--- config.mk ---
export PLATFORM = sky130hd
export DESIGN_NAME = affit_queue
export DESIGN_NICKNAME = d
export VERILOG_FILES = /design/src/aspect_fit_fill_transform_top_defines.svh /design/src/affit_pkg.sv /design/src/affit_queue.sv
export SDC_FILE = /design/constraint.sdc
export NUM_CORES = 1
export LEC_CHECK = 0
export ABC_AREA = 1
export BUFFER_PORTS_ARGS = -buffer_cell sky130_fd_sc_hd__clkbuf_2
export CAP_MARGIN = 20
export CORE_MARGIN = 1.5
export CORE_UTILIZATION = 30
export CTS_CLUSTER_SIZE = 30
export DETAILED_ROUTE_END_ITERATION = 10
export HOLD_SLACK_MARGIN = 0.1
export MAX_ROUTING_LAYER = met4
export PLACE_DENSITY_LB_ADDON = 0.3
export SYNTH_ARGS = -nofsm -noshare
export SYNTH_HDL_FRONTEND = slang
export SYNTH_SLANG_ARGS = --single-unit
--- constraint.sdc ---
create_clock -name i_clk -period 3 [get_ports i_clk]
set_input_delay 0.9 -clock i_clk [delete_from_list [all_inputs] [get_ports i_clk]]
set_output_delay 0.9 -clock i_clk [all_outputs]
set_load 0.02 [all_outputs]
--- src/aspect_fit_fill_transform_top_defines.svh ---
// ----------------------------------------------------------------------------
// Aspect fit/fill transform: assertion macros
// Shared checks used by the top level of the transform block.
// ----------------------------------------------------------------------------
`ifndef ASPECT_FIT_FILL_TRANSFORM_TOP_DEFINES_SVH
`define ASPECT_FIT_FILL_TRANSFORM_TOP_DEFINES_SVH

// Same-cycle implication, disabled while reset is low
`define AFFIT_ASSERT_NOW(lbl, clk, rst_n, pre, post) \
    lbl: assert property (@(posedge clk) disable iff (!rst_n) (pre) |-> (post)) \
        else $error("affit check failed");

// Next-cycle implication, disabled while reset is low
`define AFFIT_ASSERT_NEXT(lbl, clk, rst_n, pre, post) \
    lbl: assert property (@(posedge clk) disable iff (!rst_n) (pre) |=> (post)) \
        else $error("affit check failed");

`endif

--- src/affit_pkg.sv ---
// ----------------------------------------------------------------------------
// affit_pkg
// Types, codes and sizes shared by the aspect fit/fill transform modules.
// ----------------------------------------------------------------------------
package affit_pkg;

    // Default sizing
    localparam int DIM_BITS_DEF  = 16;
    localparam int FRAC_BITS_DEF = 16;

    // Fixed field widths
    localparam int IN_W       = 16;
    localparam int OUT_W      = 32;
    localparam int TOL_W      = 16;
    localparam int MODE_W     = 2;
    localparam int CODE_W     = 2;
    localparam int CFG_IDX_W  = 1;
    localparam int CFG_DATA_W = 16;
    localparam int TOL_SHIFT  = 16;
    localparam int QUEUE_DEPTH = 4;

    // Mode register codes; any other code means stretch
    localparam logic [MODE_W-1:0] MODE_FILL = 2'd0;
    localparam logic [MODE_W-1:0] MODE_FIT  = 2'd1;

    // Outcome codes
    localparam logic [CODE_W-1:0] OC_INVALID = 2'd0;
    localparam logic [CODE_W-1:0] OC_IDENT   = 2'd1;
    localparam logic [CODE_W-1:0] OC_APPLIED = 2'd2;
    localparam logic [CODE_W-1:0] OC_SAT     = 2'd3;

    // Register indexes
    localparam logic [CFG_IDX_W-1:0] REG_FIT_MODE = 1'd0;
    localparam logic [CFG_IDX_W-1:0] REG_TOL      = 1'd1;

    // Register reset values
    localparam logic [MODE_W-1:0] MODE_RESET = MODE_FILL;
    localparam logic [TOL_W-1:0]  TOL_RESET  = 16'd328;

    // Classification handed from the front end to the divider
    typedef struct packed {
        logic              ident;   // return the identity transform
        logic [CODE_W-1:0] code;    // outcome for an identity request
        logic              axis_x;  // scaled axis is x, else y
        logic              sat;     // quotient does not fit the scale field
    } t_ctl;

endpackage

--- src/affit_queue.sv ---
// ----------------------------------------------------------------------------
// affit_queue
// Short first-in first-out buffer that decouples the front end from the
// divider pipeline. Entries sit in a small storage array and the head of the
// queue is presented from an output register.
// ----------------------------------------------------------------------------
module affit_queue #(
    parameter int W     = 8,
    parameter int DEPTH = affit_pkg::QUEUE_DEPTH
) (
    input  logic         i_clk,
    input  logic         i_rst_n,
    input  logic         i_valid,
    output logic         o_ready,
    input  logic [W-1:0] i_data,
    output logic         o_valid,
    input  logic         i_ready,
    output logic [W-1:0] o_data
);

    localparam int AW = (DEPTH > 1) ? $clog2(DEPTH) : 1;
    localparam int NW = $clog2(DEPTH + 1);

    logic [W-1:0]  r_mem [0:DEPTH-1];
    logic [AW-1:0] r_wr_ptr, r_rd_ptr;
    logic [NW-1:0] r_count;
    logic          r_head_v;
    logic [W-1:0]  r_head;
    logic          w_push, w_pop, w_load, w_mem_rd, w_mem_wr;

    assign o_ready  = r_count != NW'(DEPTH);
    assign o_valid  = r_head_v;
    assign o_data   = r_head;
    assign w_push   = i_valid && o_ready;
    assign w_pop    = r_head_v && i_ready;
    // Head register is free this cycle
    assign w_load   = !r_head_v || w_pop;
    // Refill the head from storage, or pass a request straight through when empty
    assign w_mem_rd = w_load && (r_count != '0);
    assign w_mem_wr = w_push && !(w_load && (r_count == '0));

    // Track pointers, fill level and head valid
    always_ff @(posedge i_clk) begin
        if (!i_rst_n) begin
            r_wr_ptr <= '0;
            r_rd_ptr <= '0;
            r_count  <= '0;
            r_head_v <= 1'b0;
        end else begin
            if (w_mem_wr) begin
                r_wr_ptr <= (r_wr_ptr == AW'(DEPTH - 1)) ? '0 : r_wr_ptr + 1'b1;
            end
            if (w_mem_rd) begin
                r_rd_ptr <= (r_rd_ptr == AW'(DEPTH - 1)) ? '0 : r_rd_ptr + 1'b1;
            end
            if (w_mem_wr && !w_mem_rd) begin
                r_count <= r_count + 1'b1;
            end else if (w_mem_rd && !w_mem_wr) begin
                r_count <= r_count - 1'b1;
            end
            if (w_load) begin
                r_head_v <= w_mem_rd || w_push;
            end
        end
    end

    // Store entries and load the head
    always_ff @(posedge i_clk) begin
        if (w_mem_wr) begin
            r_mem[r_wr_ptr] <= i_data;
        end
        if (w_mem_rd) begin
            r_head <= r_mem[r_rd_ptr];
        end else if (w_load && w_push) begin
            r_head <= i_data;
        end
    end

endmodule

After elaboration in Yosys (flattened, before gate mapping)
Memories as Yosys holds them, arrays and structs flattened. A register that Yosys moved wholly into a read port is not among the register bits.
Index checks and enable logic that the tools add are counted.
{"block": "totals", "ff_bits": 16, "ram_bits": 32, "in_bits": 12, "out_inout_bits": 10, "n_memories": 1}
{"name": "r_mem", "words": 4, "width": 8, "rd": 1, "rd_ports_with_merged_regs": 1, "wr": 1, "line_no": "affit_queue.sv:24", "text": "logic [W-1:0] r_mem [0:DEPTH-1];"}
{"block": "classes", "n_addsub": 4, "n_eq_ne": 3, "mux": 10, "n_reduce_logical": 18}
{"operator": "2-to-1 mux 8 bit", "n": 2}
{"operator": "logical AND 1 bit", "n": 8}
{"operator": "2-to-1 mux 2 bit", "n": 4}
{"operator": "2-to-1 mux 3 bit", "n": 2}
{"operator": "adder 2 x 1 -> 2 bit, second input constant", "n": 2}
{"operator": "equality test 2 bit, second input constant", "n": 2}
{"operator": "logical NOT 1 bit", "n": 4}
{"operator": "nonzero test 2 bit", "n": 2}
{"operator": "adder 3 x 1 -> 3 bit, second input constant", "n": 1}
{"operator": "logical NOT 3 bit", "n": 1}
{"operator": "inequality test 3 bit, second input constant", "n": 1}
{"operator": "nonzero test 3 bit", "n": 1}
{"operator": "subtractor 3 x 1 -> 3 bit, second input constant", "n": 1}
{"operator": "logical OR 1 bit", "n": 2}
{"operator": "2-to-1 mux 1 bit", "n": 2}

Depth between registers and ports, before layout
{"block": "depth", "depth_word": 9, "ltp_mapped": 13, "depth_no_buf": 13}

Worst setup path before layout
OpenSTA, ideal clock, no wires.
{"block": "synth_timing", "path_type": "input to register", "start": "in i_ready", "end": "reg r_count[2]", "setup_time_ns": 0.110, "arrival_ns": 2.349, "slack_ns": 0.541, "path_stages": 13, "path_buffers": 0, "cell_sequence": "inv_1 nand2_1 nand2_1 nand3_4 inv_1 ha_1 inv_1 fa_1 or2_2 nand3_1 nand2_1 inv_1 nor2_1"}
{"block": "synth_via", "elab_chain_len": 8, "elab_cells_between_ends": 12}
{"element": "start: declaration", "line_no": "affit_queue.sv:17", "text": "input logic i_ready,"}
{"element": "logical AND 1 bit *", "line_no": "affit_queue.sv:35", "text": "assign w_pop = r_head_v && i_ready;"}
{"element": "logical OR 1 bit *", "line_no": "affit_queue.sv:37", "text": "assign w_load = !r_head_v || w_pop;"}
{"element": "logical AND 1 bit *", "line_no": "affit_queue.sv:40", "text": "assign w_mem_wr = w_push && !(w_load && (r_count == '0));"}
{"element": "logical NOT 1 bit *", "line_no": "affit_queue.sv:40"}
{"element": "logical AND 1 bit *", "line_no": "affit_queue.sv:40"}
{"element": "named net w_mem_wr", "line_no": "affit_queue.sv:29", "text": "logic w_push, w_pop, w_load, w_mem_rd, w_mem_wr;"}
{"element": "logical NOT 1 bit", "line_no": "affit_queue.sv:58", "text": "end else if (w_mem_rd && !w_mem_wr) begin"}
{"element": "logical AND 1 bit", "line_no": "affit_queue.sv:58"}
{"element": "nonzero test 2 bit (no line)"}
{"element": "end signal: assignment", "line_no": "affit_queue.sv:57", "text": "r_count <= r_count + 1'b1;"}
{"element": "end signal: assignment", "line_no": "affit_queue.sv:59", "text": "r_count <= r_count - 1'b1;"}
{"element": "end: declaration", "line_no": "affit_queue.sv:26", "text": "logic [NW-1:0] r_count;"}
The timed path passes the listed nets; every way through them passes the cells marked *.
A chain may end at the register's enable or synchronous reset.

Worst setup path after layout
Same ends and word-level chain as after synthesis.

==> flow_summary.rst <==
.. list-table::
   :header-rows: 1

   * - Metric
     - Value
   * - GRT Util Overall
     - 0.1186
   * - Slew Viols, Final
     - 0
   * - Total number of yosys warnings
     - 0
   * - Register clock-pin slew on the reported worst setup and hold paths
     - 90 ps
   * - CTS H-tree depth
     - 2
   * - Critical path type
     - in2reg
   * - Arrival time of the worst setup path
     - 2530 ps
   * - Clk root buf
     - sky130_fd_sc_hd__clkbuf_8
   * - Static power due to leakage
     - 1.044 nW
   * - Synthesized area per cell
     - 10.67 um^2
   * - Total of hold buffers inserted after clock tree synthesis
     - 0
   * - Number of ports placed on the die boundary
     - 22
   * - Most common cell after layout, fill and taps aside
     - sky130_fd_sc_hd__nor2_1
   * - Dpl ws
     - 340.3 ps
   * - Final TNS setup
     - 0 ps
   * - Wire per inst
     - 12.35 um
   * - Area occupied by multi-input gates
     - 629.4 um^2
   * - Area share of the largest cell type after synthesis
     - 0.5575
   * - Initial DRT Pass Iterations
     - 4
   * - Final Power
     - 2.441 mW
   * - Number of setup violations in the final report
     - 0
   * - First-pass GRT wire length
     - 6451 um
   * - Critical Path, Cell by Cell
     - clkbuf_2 > inv_1 > nand2_1 > nand2_1 > nand3_4 > inv_1 > ha_1 > inv_1 > fa_1 > or2_2 > nand3_1 > nand2_1 > inv_1 > nor2_1
   * - CTS tree
     - built
   * - Horizontal die dimension
     - 87.75 um
   * - Final Cycle Share
     - 0.7736
   * - HP Class
     - reg2reg
   * - Final critical path time including I/O delays and setup
     - 2321 ps
   * - Fill cell total of the finished layout
     - 683
   * - Gpl congestion
     - 0.7507
   * - Overflow left after global routing
     - 0
   * - Number of port buffers
     - 21
   * - PnR worst setup slack
     - 679.1 ps
   * - Cell count after synthesis
     - 202
   * - Height of the die
     - 87.75 um
   * - DRC Markers
     - 0
   * - Fraction of the yosys area taken by sequential cells
     - 0.6504
   * - Starting Density
     - 0.3137
   * - Total vias in the final route
     - 1,368
   * - Source-to-sink clock delay at the later pin of the worst-skew pair
     - 310 ps
   * - Die ar.
     - 7699 um^2
   * - Gates resized, CTS repair
     - 0
   * - Via count of the first global-routing pass
     - 1,274
   * - Number of antenna violations at the first check in global routing
     - 0
   * - Max Clock Freq
     - 430.9 MHz
   * - Total nets after synthesis
     - 221
   * - Final-report hold violation count
     - 0
   * - Core Util, Final
     - 0.3647
   * - Aggregate routed wire length
     - 4051 um
   * - Fraction of layout cells with a size suffix above 1
     - 0.1940
   * - Sort of element at the start of the critical path
     - input port
   * - Rows
     - 30
   * - Commonest non-fill, non-tap cells in the layout
     - sky130_fd_sc_hd__nor2_1, sky130_fd_sc_hd__nand2_1, sky130_fd_sc_hd__edfxtp_1
   * - Data required, critical path
     - 3210 ps
   * - Sum of net half-perimeters after detailed placement
     - 2573 um
   * - Power density cells
     - 974.4 nW/um^2
   * - Least-Margin Pin Slew
     - 435.9 ps
   * - Number of nets with antenna violations after detailed routing
     - 0
   * - Antenna diode count
     - 0
   * - Postcts setup bufs
     - 0
   * - Area occupied by registers
     - 1401 um^2
   * - Cell Area, Synth
     - 2155 um^2
   * - Drt via density
     - 4.171
   * - Slowest stage delay, CP
     - 370 ps
   * - Number of library cell types mapped by synthesis
     - 22
   * - Final Skew
     - 13.48 ps
   * - Peak supply drop
     - 0.5217 mV
   * - Unrepaired setup endpoints after global routing
     - no
   * - Largest fanout on the critical path
     - 7
   * - CP dominant cell by count
     - sky130_fd_sc_hd__inv_1
   * - Nets@finish
     - 250
   * - Cell type with the highest aggregate area in the netlist
     - sky130_fd_sc_hd__edfxtp_1
   * - DRC violation total after the first TritonRoute iteration
     - 114
   * - Pin count of the biggest net entering global routing
     - 18
   * - Critical Path Slowest Stage Cell
     - sky130_fd_sc_hd__fa_1
   * - Worst slew margin
     - 0.7091
   * - Core Box Area
     - 6869 um^2
   * - Max-capacitance violation count
     - 0
   * - Largest cells by area after synthesis
     - sky130_fd_sc_hd__edfxtp_1, sky130_fd_sc_hd__dfxtp_1, sky130_fd_sc_hd__nor2_1
   * - Nature of the critical path endpoint
     - flip-flop
   * - Area grow syn2layout
     - 16.26%
   * - Inserted Clock Buffers
     - 5
   * - Outcome
     - complete, no violations
   * - Sink Count
     - 50
   * - Number of storage elements in the synthesis netlist
     - 50
   * - Maximum buffer depth of the clock tree
     - 2
-- report_power, final --
| part | switching (mW) | leakage [nW] | total, mW | internal [mW] |
|---|---|---|---|---|
| registers | 0.0746 | 0.455 | 1.02 | 0.940 |
| logic | 0.591 | 0.523 | 0.872 | 0.281 |
| clock network | 0.223 | 0.0658 | 0.553 | 0.330 |
| total | 0.889 | 1.04 | 2.44 | 1.55 |
-- synthesized netlist by cell type --
library cell               count
sky130_fd_sc_hd__nand2_1      42
sky130_fd_sc_hd__inv_1        17
sky130_fd_sc_hd__nand4_1       3
sky130_fd_sc_hd__nand3_4       1
sky130_fd_sc_hd__buf_4         1
sky130_fd_sc_hd__o21ai_0      10
sky130_fd_sc_hd__a21boi_0      1
sky130_fd_sc_hd__edfxtp_1     40
sky130_fd_sc_hd__ha_1          6
sky130_fd_sc_hd__nand3_1       1
sky130_fd_sc_hd__o21ai_2       1
sky130_fd_sc_hd__nor2_1       44
sky130_fd_sc_hd__nand2_2       3
sky130_fd_sc_hd__inv_2         2
sky130_fd_sc_hd__dfxtp_1      10
sky130_fd_sc_hd__fa_1          1
sky130_fd_sc_hd__nor2_4        1
sky130_fd_sc_hd__buf_6         4
sky130_fd_sc_hd__o21ai_1      10
sky130_fd_sc_hd__a21oi_1       1
sky130_fd_sc_hd__nor2_2        2
sky130_fd_sc_hd__or2_2         1
-- critical path: cells and delay by family --
family,cells,cell delay [ps]
simple gates,7,830
buf+inv,5,310
fa+ha+maj,2,500
-- final timing paths --
kind	start	to	slack [ps]	cells past startpoint
setup / recovery	i_ready	r_count[2]$_SDFFE_PN0P_	680	14
hold / removal	r_rd_ptr[1]$_SDFFE_PN0N_	r_rd_ptr[1]$_SDFFE_PN0N_	510	2
setup reg to reg	r_count[0]$_SDFFE_PN0P_	r_count[2]$_SDFFE_PN0P_	960	12
hold reg to reg	r_rd_ptr[1]$_SDFFE_PN0N_	r_rd_ptr[1]$_SDFFE_PN0N_	510	2
-- per-stage QoR --
stage	area (um^2)	hold WS, ps	instances
after floorplan	2155	481.1	202
after global placement	2372	496.1	320
after detailed placement	2372	501.8	320
after CTS	2505	514.2	328
after global routing	2505	548.3	328
final	2505	511.1	328
-- flip-flops by register name (all words and copies together) (netlist names), named ones only --
name and flops:
o_data 8, o_valid 1, r_count 3, r_mem 32, r_wr_ptr 2, r_rd_ptr 2
-- layer usage --
metal / up-vias / track usage / share of wire
met2: 24 / 0.1853 / 0.46
li1: 716 / - / -
met4: 0 / 0.03896 / 0.013
met1: 623 / 0.1466 / 0.48
met3: 5 / 0.03582 / 0.046
met5: - / - / 0
-- logic make-up (layout without fill, tap and decap cells) --
family	Yosys count	after routing	synth area share
compound gates	23	23	0.05633
fa+ha+maj	7	7	0.04413
buf+inv	24	54	0.05749
flops	50	50	0.6504
simple gates	98	98	0.1916
-- final cells by class --
cell class	count	share of cell area
Inverter	19	0.02847
Multi-Input combinational cell	128	0.2512
Clock buffer	5	0.02747
Timing Repair Buffer	27	0.05994
Tap cell	96	0.04795
Clock inverter	3	0.02547
Sequential cell	50	0.5594
(Power assumes the default switching activity.)
