[config.mk]
export PLATFORM = sky130hd
export DESIGN_NAME = affit_back
export DESIGN_NICKNAME = d
export VERILOG_FILES = /design/src/aspect_fit_fill_transform_top_defines.svh /design/src/affit_pkg.sv /design/src/affit_back.sv
export SDC_FILE = /design/constraint.sdc
export NUM_CORES = 2
export LEC_CHECK = 0
export BUFFER_PORTS_ARGS = -buffer_cell sky130_fd_sc_hd__buf_4
export CORE_UTILIZATION = 60
export CTS_CLUSTER_SIZE = 25
export DETAILED_ROUTE_END_ITERATION = 6
export PLACE_DENSITY = 0.76
export SLEW_MARGIN = 25
export SYNTH_ARGS = -nofsm -noshare
export SYNTH_HDL_FRONTEND = slang
export SYNTH_MEMORY_MAX_BITS = 65536
export SYNTH_SLANG_ARGS = --single-unit
[constraint.sdc]
create_clock -name i_clk -period 110.4 [get_ports i_clk]
set_input_delay 5.52 -clock i_clk [delete_from_list [all_inputs] [get_ports i_clk]]
set_output_delay 5.52 -clock i_clk [all_outputs]
set_load 0.02 [all_outputs]
[src/aspect_fit_fill_transform_top_defines.svh]
// ----------------------------------------------------------------------------
// Aspect fit/fill transform: assertion macros
// Shared checks used by the top level of the transform block.
// ----------------------------------------------------------------------------
`ifndef ASPECT_FIT_FILL_TRANSFORM_TOP_DEFINES_SVH
`define ASPECT_FIT_FILL_TRANSFORM_TOP_DEFINES_SVH

// Same-cycle implication, disabled while reset is low
`define AFFIT_ASSERT_NOW(lbl, clk, rst_n, pre, post) \
    lbl: assert property (@(posedge clk) disable iff (!rst_n) (pre) |-> (post)) \
        else $error("affit check failed");

// Next-cycle implication, disabled while reset is low
`define AFFIT_ASSERT_NEXT(lbl, clk, rst_n, pre, post) \
    lbl: assert property (@(posedge clk) disable iff (!rst_n) (pre) |=> (post)) \
        else $error("affit check failed");

`endif

[src/affit_pkg.sv]
// ----------------------------------------------------------------------------
// affit_pkg
// Types, codes and sizes shared by the aspect fit/fill transform modules.
// ----------------------------------------------------------------------------
package affit_pkg;

    // Default sizing
    localparam int DIM_BITS_DEF  = 16;
    localparam int FRAC_BITS_DEF = 16;

    // Fixed field widths
    localparam int IN_W       = 16;
    localparam int OUT_W      = 32;
    localparam int TOL_W      = 16;
    localparam int MODE_W     = 2;
    localparam int CODE_W     = 2;
    localparam int CFG_IDX_W  = 1;
    localparam int CFG_DATA_W = 16;
    localparam int TOL_SHIFT  = 16;
    localparam int QUEUE_DEPTH = 4;

    // Mode register codes; any other code means stretch
    localparam logic [MODE_W-1:0] MODE_FILL = 2'd0;
    localparam logic [MODE_W-1:0] MODE_FIT  = 2'd1;

    // Outcome codes
    localparam logic [CODE_W-1:0] OC_INVALID = 2'd0;
    localparam logic [CODE_W-1:0] OC_IDENT   = 2'd1;
    localparam logic [CODE_W-1:0] OC_APPLIED = 2'd2;
    localparam logic [CODE_W-1:0] OC_SAT     = 2'd3;

    // Register indexes
    localparam logic [CFG_IDX_W-1:0] REG_FIT_MODE = 1'd0;
    localparam logic [CFG_IDX_W-1:0] REG_TOL      = 1'd1;

    // Register reset values
    localparam logic [MODE_W-1:0] MODE_RESET = MODE_FILL;
    localparam logic [TOL_W-1:0]  TOL_RESET  = 16'd328;

    // Classification handed from the front end to the divider
    typedef struct packed {
        logic              ident;   // return the identity transform
        logic [CODE_W-1:0] code;    // outcome for an identity request
        logic              axis_x;  // scaled axis is x, else y
        logic              sat;     // quotient does not fit the scale field
    } t_ctl;

endpackage

[src/affit_back.sv]
// ----------------------------------------------------------------------------
// affit_back
// Pipelined restoring divider, one quotient bit per stage, followed by the
// offset computation and the result register.
// ----------------------------------------------------------------------------
module affit_back #(
    parameter int DIM_BITS  = affit_pkg::DIM_BITS_DEF,
    parameter int FRAC_BITS = affit_pkg::FRAC_BITS_DEF,
    localparam int DW = (DIM_BITS < affit_pkg::IN_W) ? DIM_BITS : affit_pkg::IN_W,
    localparam int PW = 2 * DW
) (
    input  logic                                i_clk,
    input  logic                                i_rst_n,
    input  logic                                i_valid,
    output logic                                o_ready,
    input  affit_pkg::t_ctl                     i_ctl,
    input  logic [PW-1:0]                       i_num,
    input  logic [PW-1:0]                       i_den,
    output logic                                o_valid,
    input  logic                                i_ready,
    output logic [affit_pkg::OUT_W-1:0]         o_scale_x,
    output logic [affit_pkg::OUT_W-1:0]         o_scale_y,
    output logic signed [affit_pkg::OUT_W-1:0]  o_offset_x,
    output logic signed [affit_pkg::OUT_W-1:0]  o_offset_y,
    output logic [affit_pkg::CODE_W-1:0]        o_outcome
);

    localparam int QW = affit_pkg::OUT_W;
    localparam int NW = PW + FRAC_BITS + QW;
    localparam logic [QW-1:0] ONE_Q = QW'(1) << FRAC_BITS;

    logic w_en;
    logic [NW-1:0] w_n_ext;

    // Divider stage registers; index k holds the state after k quotient bits
    logic            r_v   [0:QW];
    affit_pkg::t_ctl r_ctl [0:QW];
    logic [PW-1:0]   r_den [0:QW];
    logic [PW-1:0]   r_rem [0:QW];
    logic [QW-1:0]   r_low [0:QW];
    logic [QW-1:0]   r_q   [0:QW];

    // Result stage
    logic [QW-1:0]        w_scale;
    logic signed [QW+1:0] w_diff, w_half;
    logic [QW-1:0]        w_off;
    logic                 r_ov;
    logic [QW-1:0]        r_sx, r_sy, r_ox, r_oy;
    logic [affit_pkg::CODE_W-1:0] r_oc;

    // Advance the pipeline unless the result is held
    assign w_en    = !r_ov || i_ready;
    assign o_ready = w_en;

    // Dividend is num scaled by the fraction; its top part seeds the remainder
    assign w_n_ext = NW'(i_num) << FRAC_BITS;

    // Shift stage valids
    always_ff @(posedge i_clk) begin
        if (!i_rst_n) begin
            for (int k = 0; k <= QW; k++) begin
                r_v[k] <= 1'b0;
            end
            r_ov <= 1'b0;
        end else if (w_en) begin
            r_v[0] <= i_valid;
            for (int k = 1; k <= QW; k++) begin
                r_v[k] <= r_v[k-1];
            end
            r_ov <= r_v[QW];
        end
    end

    // Load the first stage
    always_ff @(posedge i_clk) begin
        if (w_en) begin
            r_ctl[0] <= i_ctl;
            r_den[0] <= i_den;
            r_rem[0] <= PW'(w_n_ext >> QW);
            r_low[0] <= w_n_ext[QW-1:0];
            r_q[0]   <= '0;
        end
    end

    // One quotient bit per stage
    for (genvar k = 0; k < QW; k++) begin : g_div
        logic [PW:0] w_t;
        logic        w_ge;

        assign w_t  = {r_rem[k], r_low[k][QW-1]};
        assign w_ge = w_t >= {1'b0, r_den[k]};

        always_ff @(posedge i_clk) begin
            if (w_en) begin
                r_ctl[k+1] <= r_ctl[k];
                r_den[k+1] <= r_den[k];
                r_rem[k+1] <= w_ge ? PW'(w_t - {1'b0, r_den[k]}) : PW'(w_t);
                r_low[k+1] <= r_low[k] << 1;
                r_q[k+1]   <= {r_q[k][QW-2:0], w_ge};
            end
        end
    end

    // Saturate the scale and derive floor((1 - scale) / 2)
    always_comb begin
        w_scale = r_ctl[QW].sat ? '1 : r_q[QW];
        w_diff  = $signed({2'b00, ONE_Q}) - $signed({2'b00, w_scale});
        w_half  = w_diff >>> 1;
        w_off   = w_half[QW-1:0];
    end

    // Register the result
    always_ff @(posedge i_clk) begin
        if (w_en) begin
            if (r_ctl[QW].ident) begin
                r_sx <= ONE_Q;
                r_sy <= ONE_Q;
                r_ox <= '0;
                r_oy <= '0;
                r_oc <= r_ctl[QW].code;
            end else begin
                r_sx <= r_ctl[QW].axis_x ? w_scale : ONE_Q;
                r_sy <= r_ctl[QW].axis_x ? ONE_Q : w_scale;
                r_ox <= r_ctl[QW].axis_x ? w_off : '0;
                r_oy <= r_ctl[QW].axis_x ? '0 : w_off;
                r_oc <= r_ctl[QW].sat ? affit_pkg::OC_SAT : affit_pkg::OC_APPLIED;
            end
        end
    end

    assign o_valid    = r_ov;
    assign o_scale_x  = r_sx;
    assign o_scale_y  = r_sy;
    assign o_offset_x = $signed(r_ox);
    assign o_offset_y = $signed(r_oy);
    assign o_outcome  = r_oc;

endmodule

### Word-level counts from Yosys, hierarchy flattened

Memories as Yosys holds them, arrays and structs flattened. A register that Yosys moved wholly into a read port is not among the register bits.
Index checks and enable logic that the tools add are counted.

* $add $sub $neg: 33
* order comparisons: 32
* mux-type cells: 73
* bitwise logic cells: 34
* reduce and logical (&&, ||, !) cells: 5

Operators by type and width (count)
* $ge 33x32->1: 32
* $mux 32: 33
* $sub 32x32->32: 32
* $mux 1: 39
* $or 1x1->1: 33
* $sub 17x32->33 const A: 1
* $reduce_or 2->1: 2
* $logic_not 1->1: 2
* $mux 2: 1
* $logic_or 1x1->1: 1
* $not 1->1: 1

* register bits after elaboration: 130
* RAM bits: 4389
* input bits: 73
* logic and storage cells: 188
* memories kept: 6

Memories
* r_den: depth 33, width 32, read ports 32, clocked after Yosys merged registers in 0, write ports 33, line affit_back.sv:38 `logic [PW-1:0] r_den [0:QW];`
* r_q: depth 33, width 32, read ports 33, clocked after Yosys merged registers in 0, write ports 33, line affit_back.sv:41 `logic [QW-1:0] r_q [0:QW];`
* r_rem: depth 33, width 32, read ports 32, clocked after Yosys merged registers in 0, write ports 33, line affit_back.sv:39 `logic [PW-1:0] r_rem [0:QW];`
* r_low: depth 33, width 31, read ports 32, clocked after Yosys merged registers in 0, write ports 33, line affit_back.sv:40 `logic [QW-1:0] r_low [0:QW];`
* r_ctl: depth 33, width 5, read ports 33, clocked after Yosys merged registers in 0, write ports 33, line affit_back.sv:37 `affit_pkg::t_ctl r_ctl [0:QW];`
* r_v: depth 33, width 1, read ports 33, clocked after Yosys merged registers in 1, write ports 33, line affit_back.sv:36 `logic r_v [0:QW];`

### Logic depth before layout (Yosys ltp)

* depth in word-level cells: 6
* depth in mapped cells: 16
* depth with buffers taken out: 14

### Worst setup path before layout

No wires, ideal clock.

* path kind: input-to-reg
* start: input i_ready
* end: memory r_v[0], data pin
* arrival: 91.903 ns
* data required time: 109.899 ns
* slack: 17.996 ns
* stages on the path: 4
* path buffers: 1
* cells stage by stage: nor2b_1 inv_1 clkbuf_1 and3_1

RTL lines
* from (decl): line affit_back.sv:20 `input logic i_ready,`
* to (decl): line affit_back.sv:36

### Final worst setup path

* start: input i_ready
* end: output o_ready

* cells in the longest elaborated chain, start to end: 1

RTL lines
* $logic_or 1x1->1: line affit_back.sv:52 `assign w_en = !r_ov || i_ready;`
* to (decl): line affit_back.sv:15 `output logic o_ready,`

Every way passes these cells.

==> flow_metrics.env <==
export IMPL_crit_arrival_ns=6.61
export IMPL_setup_violations_final=0
export IMPL_clk_pin_slew_ns=0.06
export IMPL_die_h_um=512
export IMPL_vias=101000
export IMPL_cp_startpoint="i_ready"
export IMPL_grt_ovfl_total=0
export IMPL_period_needed_ns=12.13
export IMPL_synthFlopType="edfxtp_1"
export IMPL_grtUsageTotal=0.263
export IMPL_status="complete, but fails checks"
export IMPL_drv_cap=0
export IMPL_route_detailed_drc=16
export IMPL_dp_slack_ns=98.27
export IMPL_nNetsFinal=14400
export IMPL_placed_cell_area_mm2=0.161
export IMPL_drtIter0Drc=8675
export IMPL_initial_utilization=0.605
export IMPL_grt_max_degree=194
export IMPL_cts_tree="built"
export IMPL_areaGrowthSynthToFinish_pct=10.1
export IMPL_synth_area_leaders="edfxtp_1, ha_1, a21oi_1, inv_1, xnor2_1"
export IMPL_die_w_um=512
export IMPL_ir_drop_uv=15.4
export IMPL_worstHoldPathType="reg2reg"
export IMPL_worst_pin_slew_ns=1.05
export IMPL_clkSinkCount=3025
export IMPL_crit_end="o_ready"
export IMPL_cp_required_ns=104.88
export IMPL_dieArea_mm2=0.262
export IMPL_grt_pass1_wl_mm=545
export IMPL_finClkSkew_ns=0.0302
export IMPL_htreeDepth=5
export IMPL_via_per_inst=5.99
export IMPL_place_inst=16300
export IMPL_stdcell_count=16900
export IMPL_synth_cell_types=106
export IMPL_routed_wl_mm=352
export IMPL_antenna_found_initial=4
export IMPL_clock_fmax_mhz=82.4
export IMPL_hold_buffers=0
export IMPL_seq_area_frac_synth=0.583
export IMPL_wire_per_inst_um=20.8
export IMPL_drive_above_1_share=0.0868
export IMPL_gp_congestion=0.950
export IMPL_cp_end_kind="primary output"
export IMPL_portBuffers=204
export IMPL_violations="design-rule violations"
export IMPL_cts_resized=0
export IMPL_r2r_setup_slack_ns=105.10
export IMPL_crit_type="in2out"
export IMPL_clk_latency_ns=0.91
export IMPL_synth_nets=14100
export IMPL_report_final_slew_viol_count=0
export IMPL_critical_path_max_fanout=65
export IMPL_synth_most_common_cell="edfxtp_1"
export IMPL_rsz0062_at_grt="no"
export IMPL_numCtsBuffers=320
export IMPL_hold_violations=0
export IMPL_r2r_start="o_valid"
export IMPL_tns_ns=0
export IMPL_slew_headroom=0.298
export IMPL_synth_cells=13000
export IMPL_async_flop_share=0
export IMPL_synth_top_area_share=0.583
export IMPL_r2r_end="r_den[0][24]"
export IMPL_cts_buffer_depth=4
export IMPL_p_leak_nw=73.1
export IMPL_final_area_mm2=0.172
export IMPL_core_area_mm2=0.258
export IMPL_post_route_period_util=0.110
export IMPL_grt_pass1_vias=98700
export IMPL_power_density_mw_per_mm2=26.1
export IMPL_dp_hpwl_mm=257
export IMPL_num_rows=186
export IMPL_worst_slack_ns=98.27
export IMPL_r2r_cells=8
export IMPL_synthTopCellsByCount="edfxtp_1, inv_1, ha_1"
export IMPL_cp_start_kind="primary input"
export IMPL_synth_area_mm2=0.156
export IMPL_avgSynthCellArea_um2=12.0
export IMPL_ys_seq_elements=3025
export IMPL_num_io_pins=205
export IMPL_synth_edff_count=3024
export IMPL_first_pass_iters=7
export IMPL_synth_warnings=0
export IMPL_cts_setup_buffers=0
export IMPL_clock_root_buffer="clkbuf_16"
export IMPL_yosysTopAreaCell="edfxtp_1"
export IMPL_ant_nets=0
-- critical path: stages --
cell and delay [ns]:
buf_4 0.11, nor2b_1 0.41, inv_8 0.28, buf_4 0.25
-- where the power goes --
part           internal (mW)  switching, mW
combinational          0.711          0.957
clock                  0.626          0.449
sequential              1.59          0.153
-- per-layer routing --
| layer | share of wire | routed length (um) | track usage |
|---|---|---|---|
| met5 | 0.000037 | 13 | 0 |
| met4 | 0.045 | 15900 | 0.115 |
| met3 | 0.050 | 17500 | 0.0279 |
| met2 | 0.50 | 175000 | 0.459 |
| met1 | 0.41 | 144000 | 0.332 |
-- cells in the final DEF, fill, tap and decap left out, types with 35 or more instances in the layout --
cell type,Yosys,layout
nor4_1,43,43
xnor2_1,476,476
clkinv_2,0,39
xor2_1,363,363
o211ai_1,47,47
nand2_1,864,863
nor2b_1,153,153
clkbuf_1,237,64
mux2_4,43,43
nand3_1,195,195
nand4_1,147,147
clkinv_1,0,58
o21a_1,131,131
a21oi_1,967,966
nor2_1,832,831
a21o_1,500,500
or3_1,53,53
o21bai_1,120,120
nor3_1,144,144
mux2_2,290,290
bufinv_16,0,35
clkbuf_16,0,326
o21ai_1,49,44
a21boi_0,40,39
and3_1,122,122
ha_1,1009,1009
o21ai_0,769,769
and2_1,54,54
buf_4,7,259
a211oi_1,93,93
inv_1,1268,1267
edfxtp_1,3024,3024
o31ai_1,76,76
nand2b_1,144,142
a31oi_1,96,96
-- area by class of cell --
cell class,count,area [um^2]
inverter,1271,4780
timing repair buffer,274,2190
multi-input combinational,8380,59200
clock buffer,390,8400
fill,18600,86000
sequential,3025,90800
clock inverter,186,2020
antenna,2,5.00
tap,3384,4230
-- worst min-delay path by stage --
| stage | from | to | cells after the start |
|---|---|---|---|
| 3_3_place_gp | r_ctl[23][0] | r_ctl[24][0] | 0 |
| 4_1_cts | r_q[19][1] | r_q[20][2] | 0 |
| 3_5_place_dp | r_ctl[9][0] | r_ctl[10][0] | 0 |
| 5_1_grt | r_q[7][5] | r_q[8][6] | 0 |
| 2_1_floorplan | r_ctl[9][0] | r_ctl[10][0] | 0 |
| 6_report | r_q[11][3] | r_q[12][4] | 0 |
-- kinds of logic (layout without fill, tap and decap cells) --
logic type | count (synthesis) | after routing | synth area share
AOI/OAI and AO/OA | 3211 | 3211 | 0.129
xor gates and xnor gates | 839 | 839 | 0.0471
adders and majority gates | 1040 | 1040 | 0.0850
muxes | 394 | 394 | 0.0293
and+or+nand+nor | 2896 | 2896 | 0.0878
other | 0 | 2 | 0
DFF | 3025 | 3025 | 0.583
buffers and inverters | 1585 | 2121 | 0.0391
-- state kept, by name, indices dropped and copies added (netlist names) --
name / flops
o_offset_x: 32
o_offset_y: 32
o_outcome: 2
o_scale_x: 32
o_scale_y: 32
o_valid: 1
r_ctl: 165
r_den: 1024
r_low: 136
r_q: 528
r_rem: 1008
r_v: 33
-- per-stage QoR --
step | hold WS, ns | total power, mW | util
5_1_grt | 0.403 | 4.74 | 0.666
3_5_place_dp | 0.405 | 3.40 | 0.625
6_report | 0.401 | 4.49 | 0.666
2_1_floorplan | 0.400 | 2.95 | -
3_3_place_gp | 0.400 | 3.36 | 0.625
4_1_cts | 0.398 | 4.50 | 0.666
Power figures use the tool's default switching activity.
