`src/aspect_fit_fill_transform_top_defines.svh`:
```
// ----------------------------------------------------------------------------
// Aspect fit/fill transform: assertion macros
// Shared checks used by the top level of the transform block.
// ----------------------------------------------------------------------------
`ifndef ASPECT_FIT_FILL_TRANSFORM_TOP_DEFINES_SVH
`define ASPECT_FIT_FILL_TRANSFORM_TOP_DEFINES_SVH

// Same-cycle implication, disabled while reset is low
`define AFFIT_ASSERT_NOW(lbl, clk, rst_n, pre, post) \
    lbl: assert property (@(posedge clk) disable iff (!rst_n) (pre) |-> (post)) \
        else $error("affit check failed");

// Next-cycle implication, disabled while reset is low
`define AFFIT_ASSERT_NEXT(lbl, clk, rst_n, pre, post) \
    lbl: assert property (@(posedge clk) disable iff (!rst_n) (pre) |=> (post)) \
        else $error("affit check failed");

`endif

```
`src/affit_pkg.sv`:
```
// ----------------------------------------------------------------------------
// affit_pkg
// Types, codes and sizes shared by the aspect fit/fill transform modules.
// ----------------------------------------------------------------------------
package affit_pkg;

    // Default sizing
    localparam int DIM_BITS_DEF  = 16;
    localparam int FRAC_BITS_DEF = 16;

    // Fixed field widths
    localparam int IN_W       = 16;
    localparam int OUT_W      = 32;
    localparam int TOL_W      = 16;
    localparam int MODE_W     = 2;
    localparam int CODE_W     = 2;
    localparam int CFG_IDX_W  = 1;
    localparam int CFG_DATA_W = 16;
    localparam int TOL_SHIFT  = 16;
    localparam int QUEUE_DEPTH = 4;

    // Mode register codes; any other code means stretch
    localparam logic [MODE_W-1:0] MODE_FILL = 2'd0;
    localparam logic [MODE_W-1:0] MODE_FIT  = 2'd1;

    // Outcome codes
    localparam logic [CODE_W-1:0] OC_INVALID = 2'd0;
    localparam logic [CODE_W-1:0] OC_IDENT   = 2'd1;
    localparam logic [CODE_W-1:0] OC_APPLIED = 2'd2;
    localparam logic [CODE_W-1:0] OC_SAT     = 2'd3;

    // Register indexes
    localparam logic [CFG_IDX_W-1:0] REG_FIT_MODE = 1'd0;
    localparam logic [CFG_IDX_W-1:0] REG_TOL      = 1'd1;

    // Register reset values
    localparam logic [MODE_W-1:0] MODE_RESET = MODE_FILL;
    localparam logic [TOL_W-1:0]  TOL_RESET  = 16'd328;

    // Classification handed from the front end to the divider
    typedef struct packed {
        logic              ident;   // return the identity transform
        logic [CODE_W-1:0] code;    // outcome for an identity request
        logic              axis_x;  // scaled axis is x, else y
        logic              sat;     // quotient does not fit the scale field
    } t_ctl;

endpackage

```
`src/affit_front.sv`:
```
// ----------------------------------------------------------------------------
// affit_front
// Accepts dimension requests, forms the cross products and classifies each
// request as identity or divide, picking numerator, denominator and axis.
// ----------------------------------------------------------------------------
module affit_front #(
    parameter int DIM_BITS  = affit_pkg::DIM_BITS_DEF,
    parameter int FRAC_BITS = affit_pkg::FRAC_BITS_DEF,
    localparam int DW = (DIM_BITS < affit_pkg::IN_W) ? DIM_BITS : affit_pkg::IN_W,
    localparam int PW = 2 * DW
) (
    input  logic                            i_clk,
    input  logic                            i_rst_n,
    input  logic [affit_pkg::MODE_W-1:0]    i_mode,
    input  logic [affit_pkg::TOL_W-1:0]     i_tol,
    input  logic                            i_valid,
    output logic                            o_ready,
    input  logic [affit_pkg::IN_W-1:0]      i_cw,
    input  logic [affit_pkg::IN_W-1:0]      i_ch,
    input  logic [affit_pkg::IN_W-1:0]      i_tw,
    input  logic [affit_pkg::IN_W-1:0]      i_th,
    output logic                            o_valid,
    input  logic                            i_ready,
    output affit_pkg::t_ctl                 o_ctl,
    output logic [PW-1:0]                   o_num,
    output logic [PW-1:0]                   o_den
);

    localparam int CW        = PW + affit_pkg::TOL_SHIFT;
    localparam int SW        = PW + affit_pkg::OUT_W;
    localparam int SAT_SHIFT = affit_pkg::OUT_W - FRAC_BITS;

    logic w_en;

    // Stage 1: products
    logic [DW-1:0] w_cw, w_ch, w_tw, w_th;
    logic [PW-1:0] w_p1, w_p2;
    logic          w_zero;
    logic          r_v1;
    logic          r_zero1;
    logic [PW-1:0] r_p1_1, r_p2_1;

    // Stage 2: deviation and tolerance product
    logic          r_v2;
    logic          r_zero2;
    logic          r_wider2;
    logic [PW-1:0] r_p1_2, r_p2_2, r_dev2;
    logic [CW-1:0] r_tolp2;

    // Stage 3: classification
    logic            w_near, w_stretch, w_axis_x, w_sat;
    logic [PW-1:0]   w_num, w_den;
    affit_pkg::t_ctl w_ctl;
    logic            r_v3;
    affit_pkg::t_ctl r_ctl;
    logic [PW-1:0]   r_num, r_den;

    // Advance the whole front end unless the last stage is blocked
    assign w_en    = !(r_v3 && !i_ready);
    assign o_ready = w_en;

    assign w_cw   = i_cw[DW-1:0];
    assign w_ch   = i_ch[DW-1:0];
    assign w_tw   = i_tw[DW-1:0];
    assign w_th   = i_th[DW-1:0];
    assign w_p1   = PW'(w_cw) * PW'(w_th);
    assign w_p2   = PW'(w_ch) * PW'(w_tw);
    assign w_zero = (w_cw == '0) || (w_ch == '0) || (w_tw == '0) || (w_th == '0);

    // Classify against tolerance and mode
    always_comb begin
        w_near    = (CW'(r_dev2) << affit_pkg::TOL_SHIFT) <= r_tolp2;
        w_stretch = (i_mode != affit_pkg::MODE_FILL) && (i_mode != affit_pkg::MODE_FIT);
        w_axis_x  = (i_mode == affit_pkg::MODE_FILL) == r_wider2;
        w_num     = w_axis_x ? r_p2_2 : r_p1_2;
        w_den     = w_axis_x ? r_p1_2 : r_p2_2;
        w_sat     = SW'(w_num) >= (SW'(w_den) << SAT_SHIFT);
        w_ctl.ident  = r_zero2 || w_stretch || w_near;
        w_ctl.code   = r_zero2 ? affit_pkg::OC_INVALID : affit_pkg::OC_IDENT;
        w_ctl.axis_x = w_axis_x;
        w_ctl.sat    = w_sat;
    end

    // Stage valids
    always_ff @(posedge i_clk) begin
        if (!i_rst_n) begin
            r_v1 <= 1'b0;
            r_v2 <= 1'b0;
            r_v3 <= 1'b0;
        end else if (w_en) begin
            r_v1 <= i_valid;
            r_v2 <= r_v1;
            r_v3 <= r_v2;
        end
    end

    // Stage payloads
    always_ff @(posedge i_clk) begin
        if (w_en) begin
            r_zero1  <= w_zero;
            r_p1_1   <= w_p1;
            r_p2_1   <= w_p2;
            r_zero2  <= r_zero1;
            r_wider2 <= r_p1_1 > r_p2_1;
            r_p1_2   <= r_p1_1;
            r_p2_2   <= r_p2_1;
            r_dev2   <= (r_p1_1 > r_p2_1) ? (r_p1_1 - r_p2_1) : (r_p2_1 - r_p1_1);
            r_tolp2  <= CW'(i_tol) * CW'(r_p2_1);
            r_ctl    <= w_ctl;
            r_num    <= w_num;
            r_den    <= w_den;
        end
    end

    assign o_valid = r_v3;
    assign o_ctl   = r_ctl;
    assign o_num   = r_num;
    assign o_den   = r_den;

endmodule

```
`config.mk`:
```
export PLATFORM = sky130hd
export DESIGN_NAME = affit_front
export DESIGN_NICKNAME = d
export VERILOG_FILES = /design/src/aspect_fit_fill_transform_top_defines.svh /design/src/affit_pkg.sv /design/src/affit_front.sv
export SDC_FILE = /design/constraint.sdc
export NUM_CORES = 2
export LEC_CHECK = 0
export BUFFER_PORTS_ARGS = -buffer_cell sky130_fd_sc_hd__buf_2
export CORE_AREA = 2 2 346 348
export CTS_CLUSTER_DIAMETER = 100
export CTS_CLUSTER_SIZE = 20
export DETAILED_ROUTE_END_ITERATION = 16
export DIE_AREA = 0 0 348 350
export PLACE_DENSITY = 0.57
export SLEW_MARGIN = 20
export SYNTH_ARGS = -nofsm -noshare
export SYNTH_HDL_FRONTEND = slang
export SYNTH_SLANG_ARGS = --single-unit
```
`constraint.sdc`:
```
create_clock -name i_clk -period 11.3 [get_ports i_clk]
set_input_delay 2.26 -clock i_clk [delete_from_list [all_inputs] [get_ports i_clk]]
set_output_delay 2.26 -clock i_clk [all_outputs]
set_load 0.01 [all_outputs]
```
## Word-level counts from Yosys, hierarchy flattened

Index checks and enable logic that the tools add are counted.

- Muxes and demuxes: 4
- $mul: 3
- Reductions and logical operators: 15
- $add $sub $neg: 2
- Magnitude comparators: 3
- Equal/unequal tests: 2

Operator list:

| operator | number |
|---|---|
| 2-to-1 mux 32 bit | 3 |
| logical NOT 16 bit | 4 |
| multiplier 16 x 16 -> 32 bit | 2 |
| subtractor 32 bit | 2 |
| greater-or-equal comparator 32 x 48 -> 1 bit | 1 |
| <= comparator 48 bit | 1 |
| multiplier 16 x 32 -> 48 bit | 1 |
| > comparator 32 bit | 1 |
| logical OR 1 bit | 5 |
| logical AND 1 bit | 2 |
| logical NOT 1 bit | 2 |
| logical NOT 2 bit | 1 |
| inequality test 2 x 1 -> 1 bit (second input constant) | 1 |
| nonzero test 2 bit | 1 |
| equality test 1 bit | 1 |
| 2-to-1 mux 1 bit | 1 |

- Bits in registers: 283
- Input port bits: 86

## Longest topological paths before layout

- Depth in word-level cells: 4
- Mapped depth: 25
- Mapped depth without buffers: 23

## Least setup slack after synthesis

OpenSTA, ideal clock, no wires.

- Kind: in2out
- From: input port i_ready
- To: output port o_ready
- Stages: 1
- Arrival: 9.082 ns
- Path slack: -0.042 ns
- Cell sequence: nand2b_1

- Word-level cells in the longest chain between the ends: 3

RTL lines:

| element | RTL line | source |
|---|---|---|
| start: declaration | affit_front.sv:23 | `input logic i_ready,` |
| logical NOT 1 bit | affit_front.sv:59 | `assign w_en = !(r_v3 && !i_ready);` |
| logical AND 1 bit | affit_front.sv:59 |  |
| logical NOT 1 bit | affit_front.sv:59 |  |
| end: declaration | affit_front.sv:17 | `output logic o_ready,` |

No other way between the ends.

## Worst setup path after layout

- From: input port i_tol[7] (netlist bit)
- To: register r_tolp2[41], data pin

- Word-level cells in the longest chain between the ends: 1

RTL lines:

| element | RTL line | source |
|---|---|---|
| start: declaration | affit_front.sv:15 | `input logic [affit_pkg::TOL_W-1:0] i_tol,` |
| multiplier 16 x 32 -> 48 bit | affit_front.sv:108 | `r_tolp2 <= CW'(i_tol) * CW'(r_p2_1);` |
| end signal: assignment | affit_front.sv:108 |  |
| end: declaration | affit_front.sv:48 | `logic [CW-1:0] r_tolp2;` |

No other way between the ends.
A chain may end at the register's enable or synchronous reset.

==> results by stage <==
Status:
- The flow ran to the end, and the final reports show no timing, DRC or antenna violations.

Yosys:
- The sequential share of the synthesized area is 0.179.
- Counting every instance in the synthesized netlist gives 4935.
- In the post-synthesis netlist, the biggest area contributors are sky130_fd_sc_hd__fa_1 34%, sky130_fd_sc_hd__edfxtp_1 18%, sky130_fd_sc_hd__ha_1 12%.
- The leading area contributor after synthesis is sky130_fd_sc_hd__fa_1.
- Yosys mapped a number of flops with a built-in enable equal to around 280.
- The unique cell type count in the Yosys netlist is between 70 and 80.
- The average instance in the mapped netlist occupies ~9.5 um2.
- During synthesis, Yosys emitted a total of 0 warnings.
- The async set-or-reset flop fraction in the synthesized netlist is 0.
- Of the post-synthesis cell area, the dominant cell type holds 0.344.
- The main flop type after synthesis is sky130_fd_sc_hd__edfxtp_1.
- In this run, synthesis produced a sequential element count of about 280.
- Counting every net in the synthesized netlist gives 6268.
- The combined area of all synthesized cells is about 47000 um2.

Global routing:
- In the global route stage, overall resource usage came out at 0.205.
- The number of global-route vias before repair came to roughly 35000.
- The first global-routing pass estimated ~200000 um of wire.
- Entering global routing, the biggest net connects between 70 and 80 pins.
- The initial antenna violation count is 6.
- Global routing finished with a remaining overflow of 0.

Finish:
- Of the cells placed in the final design, the portion with a size suffix greater than 1 is 0.0566.
- The area of the multi-input gates is 33800 um2.
- The final layout contains 6247 nets.
- The layout filler cell count is 11564.
- The sequential standard cell area is between 8000 and 9000 um2.
- The share of the core filled with cells in the final layout is 0.423.
- The synthesis-to-finish area growth is 5.80%.

STA:
- Between clock sinks in the finished design, the worst skew comes to between 0.03 and 0.04 ns.
- The relative max-transition margin is 0.198.
- The highest clock frequency the design can meet is 118 MHz.
- In the finished design, the share of the clock period the worst path needs comes to 0.747.
- The final-report hold violation count was 0.
- Setup repair after global routing left no endpoint under its margin.
- The total count of max-transition violations in the final report came to 0.
- At the pin with the least slew margin, the transition time is around 1.2 ns.
- The count of endpoints failing setup in the final report is 0.
- The final critical-path required period is ~8.4 ns.
- In the final timing run, aggregate negative setup slack is 0 ns.

Clock tree:
- The CTS clock-pin slew for the worst setup and hold paths is roughly 0.07 ns.
- The hold buffer count at cts is 0.
- The later pin in the worst-skew pair is clocked with a latency of between 0.5 and 0.6 ns.
- Counting the buffers created by CTS gives 22.
- The clock net sink count is approximately 280.
- Gates resized during post-CTS repair numbered 0.
- No sink is reached through more buffers than the 3 on the longest clock path.
- Buffers added to address setup during post-CTS repair amount to 0.
- The cell at the root of the clock tree is sky130_fd_sc_hd__clkbuf_16.
- CTS built an H-tree with a depth of 1.
- TritonCTS built the clock tree.

Drt:
- After detailed routing, the number of vias per cell comes to just over 5.
- Across all layers, the routed design uses about 33000 vias.
- The sum of routed wire length over all layers is 122000 um.
- In the final routed layout, each cell accounts on average for roughly 19 um.
- The starting DRC count in detailed routing is just under 2000.
- The antenna violation net count after detailed routing is 0.
- The pre-antenna-repair detailed-routing pass consisted of 5 iterations.
- The number of design rule violations left after detail routing is 0.

Worst setup path:
- At the worst endpoint, the arrival time is between 8 and 9 ns.
- The worst setup path is captured at a flip-flop.
- The critical path startpoint category is a primary input.
- Of all nets on the critical path, the largest fanout is 32.
- The critical path data required time is roughly 12 ns.
- The category of the critical setup timing path is primary input to flip-flop.

Job:
- The number of max-cap violations is 0.

Place:
- Input and output buffers added on the ports amount to ~160.
- The global placer's final weighted congestion is a little under 0.9.
- The total half-perimeter wirelength after legalization and detailed placement is about 96000 um.

Floorplanning:
- The die outline height is roughly 350 um.
- In this run the core area contains 126 standard-cell rows.
- The area of the core is between 100000 and 150000 um2.
- The starting density of the core is 0.399.
- The die width is around 350 um.
- The total die area is between 100000 and 150000 um2.
- roughly 160 I/O pins were placed.

Hold path:
- The worst hold path belongs to the class flip-flop to flip-flop.
per-stage QoR:
step / cells / setup slack (ns) / hold slack, ns / area (um2)
floorplan: 4935 / 3.05 / 0.400 / 47000
global placement: 6424 / 2.54 / 0.404 / 49000
detailed placement: 6425 / 2.39 / 0.407 / 49100
CTS: 6465 / 2.97 / 0.424 / 49800
global route: 6466 / 2.52 / 0.434 / 49800
finish: 6467 / 2.86 / 0.423 / 49800
placed cells by master (no fill, tap or decap), drive strengths merged, types with 82 or more instances in the layout:
cell type  netlist  routed
a21o           120     120
a21oi          168     168
and2           387     387
buf             26     183
edfxtp         279     279
fa             808     808
ha             439     439
inv           1051    1054
nand2          712     712
nor2            96      96
o21ai           84      84
xnor2           82      82
area by class of cell:
| cell class | instances | area share |
|---|---|---|
| Inverter | 1051 | 0.0793 |
| Antenna cell | 1 | 0.0000503 |
| Clock buffer | 31 | 0.0117 |
| Timing Repair Buffer | 183 | 0.0204 |
| Sequential cell | 282 | 0.170 |
| Multi-Input combinational cell | 3374 | 0.678 |
| Clock inverter | 9 | 0.00224 |
| Tap cell | 1536 | 0.0386 |
cell usage after synthesis, types with 4 or more instances:
master and count:
sky130_fd_sc_hd__nand2b_1 25, sky130_fd_sc_hd__a21boi_0 4, sky130_fd_sc_hd__buf_4 5, sky130_fd_sc_hd__a211o_1 5, sky130_fd_sc_hd__o21ai_0 76, sky130_fd_sc_hd__and4_1 11
sky130_fd_sc_hd__xnor2_1 82, sky130_fd_sc_hd__inv_1 1051, sky130_fd_sc_hd__a21o_1 120, sky130_fd_sc_hd__and2_1 387, sky130_fd_sc_hd__o21a_1 10, sky130_fd_sc_hd__and3_1 9
sky130_fd_sc_hd__xor2_1 49, sky130_fd_sc_hd__a211oi_1 28, sky130_fd_sc_hd__nor3_1 24, sky130_fd_sc_hd__o21ai_1 8, sky130_fd_sc_hd__nand2_1 712, sky130_fd_sc_hd__nor2b_1 18
sky130_fd_sc_hd__buf_2 17, sky130_fd_sc_hd__o31ai_1 7, sky130_fd_sc_hd__nor2_1 96, sky130_fd_sc_hd__clkbuf_1 202, sky130_fd_sc_hd__nand4_1 41, sky130_fd_sc_hd__ha_1 439
sky130_fd_sc_hd__mux2i_1 29, sky130_fd_sc_hd__edfxtp_1 279, sky130_fd_sc_hd__o31a_1 5, sky130_fd_sc_hd__o211ai_1 16, sky130_fd_sc_hd__a21oi_1 165, sky130_fd_sc_hd__mux2_2 49
sky130_fd_sc_hd__o21bai_1 21, sky130_fd_sc_hd__fa_1 808, sky130_fd_sc_hd__nand3_1 29, sky130_fd_sc_hd__nor4_1 28, sky130_fd_sc_hd__a31oi_1 17
worst paths after layout:
kind	start	to	slack, ns	cells past startpoint
max	i_tol[7]	r_tolp2[41]	2.86	23
min	r_zero1	r_zero2	0.42	0
max reg2reg	r_p2_1[13]	r_tolp2[41]	4.06	20
min reg2reg	r_zero1	r_zero2	0.42	0
state kept, by name, indices dropped and copies added (netlist names), 4 cells and up:
register	cells
o_ctl	4
o_den	32
o_num	32
r_dev2	32
r_p1_1	32
r_p1_2	32
r_p2_1	32
r_p2_2	32
r_tolp2	48
worst max-delay path: stages:
cell	delay, ns
sky130_fd_sc_hd__buf_2	0.57
sky130_fd_sc_hd__nand2_1	0.17
sky130_fd_sc_hd__fa_1	0.56
sky130_fd_sc_hd__inv_1	0.05
sky130_fd_sc_hd__fa_1	0.49
sky130_fd_sc_hd__inv_1	0.05
sky130_fd_sc_hd__fa_1	0.55
sky130_fd_sc_hd__inv_1	0.06
sky130_fd_sc_hd__fa_1	0.46
sky130_fd_sc_hd__fa_1	0.49
sky130_fd_sc_hd__inv_1	0.05
sky130_fd_sc_hd__fa_1	0.47
sky130_fd_sc_hd__inv_1	0.04
sky130_fd_sc_hd__ha_1	0.36
sky130_fd_sc_hd__nand3_1	0.15
sky130_fd_sc_hd__nor2b_1	0.19
sky130_fd_sc_hd__a31oi_1	0.18
sky130_fd_sc_hd__a31oi_1	0.32
sky130_fd_sc_hd__a21oi_1	0.21
sky130_fd_sc_hd__o31ai_1	0.48
sky130_fd_sc_hd__a21oi_1	0.19
sky130_fd_sc_hd__o21ai_0	0.25
sky130_fd_sc_hd__xor2_1	0.10
kinds of logic (layout without fill, tap and decap cells):
kind of cell               after synthesis  in the layout  share of synthesized area
buffers and inverters                 1279           1274                      0.103
muxes                                   78             78                     0.0179
and+or+nand+nor                       1395           1395                      0.142
DFF                                    282            282                      0.179
adders and majority gates             1247           1247                      0.461
AOI/OAI and AO/OA                      522            522                     0.0719
other                                    1              2                  0.0000797
xor gates and xnor gates               131            131                     0.0244
routing by layer:
layer	part of all wire	global-route usage	routed length (um)	vias up
met2	0.49	0.353	59300	699
met4	0.019	0.0405	2320	0
met3	0.039	0.0190	4710	133
li1	-	-	-	15250
met5	0	0	0	-
met1	0.46	0.283	55600	16952
Power is not shown: default switching activity piles up to over one toggle a cycle in this logic, so the estimate is an artifact.
